==> src/hdl/tmps_pkg.sv <==
`default_nettype none
package tmps_pkg;

    // default table resolution for the log2 and exp2 tables
    localparam int DEF_LOG_TABLE_BITS = 8;

    // widths of the fixed-point paths
    localparam int OFFW = 9;   // exponent offset into a log unit
    localparam int LGW  = 28;  // log2 values, signed q.16
    localparam int LSW  = 40;  // log2 of the pixel scale, signed q.16
    localparam int SUMW = 43;  // signed luminance sum
    localparam int LUMW = 41;  // positive luminance magnitude
    localparam int BEW  = 26;  // biased result exponent

    localparam logic [16:0] LOG2_PI_Q16  = 17'd108233;
    localparam int          LUM_EXP_OFF  = 166;
    localparam int          EFF_EXP_OFF  = 150;
    localparam int          PROD_EXP_OFF = 46;

    // rec.709 luminance weights, q0.16
    localparam logic [15:0] LUM_W [3] = '{16'd13933, 16'd46871, 16'd4732};

    // configuration register indexes
    typedef enum logic [2:0] {
        REG_DISPLAY_MODE = 3'd0,
        REG_EXPONENT_G   = 3'd1,
        REG_GAIN_COMPUTE = 3'd2,
        REG_GAIN_DISPLAY = 3'd3,
        REG_ADAPT_LUM    = 3'd4,
        REG_EFFICACY     = 3'd5
    } cfg_idx_t;

    // one unpacked fp32 channel
    typedef struct packed {
        logic        neg;
        logic [7:0]  ex;
        logic [23:0] mant;
    } chan_t;

    // per-pixel control carried to the channel scalers
    typedef struct packed {
        logic kill;
        logic flip;
    } side_t;

    // inf and nan count as zero, denormals keep their exact value
    function automatic chan_t unpack_fp32(input logic [31:0] bits);
        chan_t c;
        c.neg = bits[31];
        if (bits[30:23] == 8'hFF) begin
            c.mant = '0;
            c.ex   = 8'd1;
        end else if (bits[30:23] == 8'h00) begin
            c.mant = {1'b0, bits[22:0]};
            c.ex   = 8'd1;
        end else begin
            c.mant = {1'b1, bits[22:0]};
            c.ex   = bits[30:23];
        end
        return c;
    endfunction

    // log2 of m / 2^23 in q0.16 by repeated squaring, truncated
    function automatic logic [15:0] frac_log2(input logic [23:0] m);
        logic [63:0] x;
        logic [15:0] r;
        x = {33'd0, m, 7'd0};
        r = '0;
        for (int k = 0; k < 16; k++) begin
            x = (x * x) >> 30;
            r = {r[14:0], 1'b0};
            if (x >= 64'h8000_0000) begin
                x    = x >> 1;
                r[0] = 1'b1;
            end
        end
        return r;
    endfunction

    // log2 table entry, q0.16
    function automatic logic [16:0] lg_entry(input int i, input int ltb);
        logic [23:0] m;
        m = 24'h800000 | 24'(i << (23 - ltb));
        if (i >= (1 << ltb)) begin
            return 17'h10000;
        end
        return {1'b0, frac_log2(m)};
    endfunction

    // exp2 table entry: smallest q1.23 mantissa whose log reaches the target
    function automatic logic [24:0] ex_entry(input int i, input int ltb);
        logic [24:0] lo;
        logic [24:0] hi;
        logic [24:0] mid;
        logic [16:0] target;
        target = 17'(i << (16 - ltb));
        lo     = 25'h0800000;
        hi     = 25'h1000000;
        mid    = lo;
        if (i >= (1 << ltb)) begin
            return 25'h1000000;
        end
        for (int k = 0; k < 26; k++) begin
            if (lo < hi) begin
                mid = lo + ((hi - lo) >> 1);
                if ({1'b0, frac_log2(mid[23:0])} >= target) begin
                    hi = mid;
                end else begin
                    lo = mid + 25'd1;
                end
            end
        end
        return lo;
    endfunction

endpackage
`default_nettype wire

==> src/hdl/tmps_chan.sv <==
`default_nettype none
module tmps_chan
    import tmps_pkg::*;
(
    input  wire logic                  aclk,
    input  wire logic                  en,
    input  wire chan_t                 chan,
    input  wire side_t                 ctl,
    input  wire logic [24:0]           fm,
    input  wire logic signed [LSW-17:0] ip,
    output logic [31:0]                res
);

    logic [48:0]           prod_reg, prod_next, prod2_reg, shifted;
    logic signed [BEW-1:0] exb_reg, exb_next, exb2_reg, be;
    logic                  sign_reg, sign_next, sign2_reg;
    logic                  zero_reg, zero_next, zero2_reg;
    logic [5:0]            q_reg, q_next;
    logic [31:0]           res_reg, res_next;

    // mantissa product and exponent bias
    always_comb begin
        prod_next = {25'd0, chan.mant} * {24'd0, fm};
        exb_next  = BEW'(signed'({1'b0, chan.ex})) + BEW'(ip) - BEW'(PROD_EXP_OFF);
        sign_next = chan.neg ^ ctl.flip;
        zero_next = ctl.kill || (chan.mant == '0);
    end

    // leading one of the product
    always_comb begin
        q_next = '0;
        for (int k = 0; k < 49; k++) begin
            if (prod_reg[k]) begin
                q_next = 6'(k);
            end
        end
    end

    // normalise, saturate or flush, pack
    always_comb begin
        shifted = prod2_reg << (6'd48 - q_reg);
        be      = exb2_reg + BEW'(signed'({1'b0, q_reg}));
        if (zero2_reg || be <= 0) begin
            res_next = '0;
        end else if (be >= 255) begin
            res_next = {sign2_reg, 31'h7F7FFFFF};
        end else begin
            res_next = {sign2_reg, be[7:0], shifted[47:25]};
        end
    end

    always_ff @(posedge aclk) begin
        if (en) begin
            prod_reg  <= prod_next;
            exb_reg   <= exb_next;
            sign_reg  <= sign_next;
            zero_reg  <= zero_next;
            q_reg     <= q_next;
            prod2_reg <= prod_reg;
            exb2_reg  <= exb_reg;
            sign2_reg <= sign_reg;
            zero2_reg <= zero_reg;
            res_reg   <= res_next;
        end
    end

    assign res = res_reg;

endmodule
`default_nettype wire
==> config.mk <==
export PLATFORM = sky130hd
export DESIGN_NAME = tmps_chan
export DESIGN_NICKNAME = d
export VERILOG_FILES = /design/src/hdl/tmps_pkg.sv /design/src/hdl/tmps_chan.sv
export SDC_FILE = /design/constraint.sdc
export NUM_CORES = 2
export LEC_CHECK = 0
export BUFFER_PORTS_ARGS = -buffer_cell sky130_fd_sc_hd__buf_4
export CORE_MARGIN = 8
export CORE_UTILIZATION = 65
export DETAILED_ROUTE_END_ITERATION = 8
export GPL_ROUTABILITY_DRIVEN = 0
export PLACE_DENSITY = 0.86
export SLEW_MARGIN = 20
export SYNTH_ARGS = -nofsm -noshare
export SYNTH_HDL_FRONTEND = slang
export SYNTH_SLANG_ARGS = --single-unit
export TNS_END_PERCENT = 1
==> constraint.sdc <==
create_clock -name aclk -period 9.35 [get_ports aclk]
set_clock_uncertainty 0.15 [all_clocks]
set_input_delay 1.87 -clock aclk [delete_from_list [all_inputs] [get_ports aclk]]
set_output_delay 1.87 -clock aclk [all_outputs]
set_load 0.02 [all_outputs]
==> impl_metrics.json <==
{
  "status": "completed",
  "routedWlPerCell_um": 20.3,
  "clk_latency_ns": 0.45,
  "vias": 22800,
  "cts_buffer_depth": 2,
  "fin_worst_hold_slack_ns": 0.270,
  "cts_buffers": 17,
  "cts_tree": "yes",
  "post-place-ws_ns": 0.397,
  "yosysWarnings": 0,
  "tightest_slew_ns": 1.09,
  "root_buffer": "clkbuf_16",
  "yosysSeqAreaShare_pct": 19.2,
  "drv_cap": 0,
  "ant_nets": 0,
  "final.period_utilization_pct": 92.6,
  "grt_usage_pct": 28.5,
  "grt_pass1_vias": 24800,
  "final_max_slew_viol_count": 0,
  "syn_area_mm2": 0.0299,
  "worst_setup_path_end_kind": "flip-flop",
  "synthArstFlopShare_pct": 0,
  "grt_pass1_wl_um": 123000,
  "arrival_ns": 8.74,
  "drt_iter0_markers": 2467,
  "core_area_mm2": 0.0454,
  "max_freq_mhz": 116,
  "boundaryPins": 118,
  "final.setup.tns_ns": 0,
  "hpwl_um": 57500,
  "rows": 78,
  "hold_viol_final": 0,
  "regArea_mm2": 0.00574,
  "worst_hold_path.num_cells": 0,
  "drt-vias-per-instance": 6.12,
  "routed_wirelength_um": 75600,
  "nets": 3921,
  "multi_input_area_mm2": 0.0215,
  "setup-violations-final": 0,
  "fin_ws_ns": 0.694,
  "holdCritPathClass": "flip-flop to flip-flop",
  "area_delta_synth_final_pct": 6.07,
  "period_minus_slack_ns": 8.66,
  "die_area_mm2": 0.0532,
  "rsz0062_at_grt": "false",
  "cts.htree.levels": 4,
  "yosys_most_used_dff": "edfxtp_1",
  "grt_overflow": 0,
  "ys_types": 71,
  "cts_hold_buf": 0,
  "cts_sinks": 191,
  "design_area_mm2": 0.0317,
  "antenna_found_initial": 1,
  "max_slew_margin_pct": 27.1,
  "portBuffers": 117,
  "first_pass_iters": 7,
  "synth_edf_count": 191,
  "initial_core_util_pct": 65.9,
  "synth_area_per_cell_um2": 9.57,
  "route.detailed.drc": 0,
  "start_kind": "input pin",
  "r2r_setup_slack_ns": 4.28,
  "r2r_cells": 12,
  "cts_setup_buffers": 0,
  "fill_cells": 3135,
  "synthCells": 3128,
  "critPathKind": "input pin to flip-flop",
  "syn-num-nets": 3933,
  "die_h_um": 231,
  "drive_gt1_share_pct": 6.81,
  "cts-resized-gates": 0,
  "placed_area_mm2": 0.0311,
  "die_w_um": 231,
  "ys_seq_elements": 191,
  "critPathRequiredTime_ns": 9.43,
  "cp_max_fo": 26,
  "clkTransAtPathRegs_ns": 0.08,
  "grt_max_degree": 123,
  "largest_reg_flops": 49
}
cells in the final DEF (no fill, tap or decap), types with 20 or more instances in the layout:
master,instances
o21ai_0,63
a211oi_1,25
a21oi_1,146
xor2_1,20
and2_1,209
edfxtp_1,191
nor2_1,93
buf_4,124
nand2_1,506
a21o_1,27
fa_1,506
mux2i_1,56
nor3_1,27
nand3_1,29
xnor2_1,53
ha_1,213
mux4_2,23
inv_1,573
worst paths after layout:
check,from,endpoint
worst max-delay path,chan[4],prod_reg[45]
worst min-delay path,exb_reg[20],exb2_reg[20]
worst max register to register,q_reg[0],res[30]
worst min register to register,exb_reg[20],exb2_reg[20]
layer usage:
metal  routed length, um  part of all wire (%)  GRT usage [%]
met5                   0                     0              0
met3                8440                    11           6.99
met4                3460                   4.6           11.7
met2               36800                    49           49.0
met1               26900                    36           34.4
final cells by class:
| type | count | area share [%] |
|---|---|---|
| diodes | 1 | 0.00788 |
| repair buffers | 126 | 3.06 |
| flip-flops and latches | 191 | 18.1 |
| well taps | 600 | 2.37 |
| multi-input cells | 2207 | 67.8 |
| clock inverters | 15 | 0.631 |
| inverters | 573 | 6.78 |
| clock buffers | 17 | 1.34 |
logic make-up (layout without fill, tap and decap cells):
family	after synthesis	after routing	synth area share, %
AOI/OAI and AO/OA	373	373	7.80
xor gates and xnor gates	78	78	2.28
adders and majority gates	719	719	42.8
buffers and inverters	730	731	9.25
DFF	191	191	19.2
muxes	85	85	3.83
other	0	1	0
and+or+nand+nor	952	952	14.9
cell usage after synthesis, types with 12 or more instances:
cell      instances  area share, %
nand2_1         506            6.3
nand3_1          29           0.49
fa_1            506             34
o21ai_0          63            1.1
ha_1            213            8.9
xor2_1           22           0.64
o21bai_1         17           0.43
mux4_2           23            1.7
xnor2_1          56            1.6
buf_2            17           0.28
nor2_1           93            1.2
and2_1          209            4.4
clkbuf_1        138            1.7
inv_1           573            7.2
edfxtp_1        191             19
nor3_1           27           0.45
a21o_1           27           0.68
o211ai_1         12           0.30
nor4_1           17           0.36
a211oi_1         25           0.63
mux2i_1          56            1.9
a21oi_1         146            2.4
critical path, cell delays in order:
cell and delay [ns]:
buf_4 0.31, nand2_1 0.15, fa_1 0.52, inv_1 0.05
fa_1 0.48, fa_1 0.56, inv_1 0.06, fa_1 0.50
fa_1 0.54, inv_1 0.05, fa_1 0.49, fa_1 0.42
ha_1 0.23, nor4_1 0.52, nand2_1 0.13, a211oi_2 0.37
nor4_2 0.14, o211ai_2 0.20, a21oi_2 0.11, o41ai_2 0.40
or4b_1 0.49, o311ai_1 0.13
through the flow:
stage / util (%) / std cells
6_report: 69.9 / 3730
5_1_grt: 69.9 / 3730
4_1_cts: 69.8 / 3728
2_1_floorplan: - / 3128
3_5_place_dp: 68.4 / 3696
3_3_place_gp: 68.4 / 3696
Power is left out: the tool's default activity adds up to more than one toggle a clock period on the data nets, which glitch-free logic cannot reach.
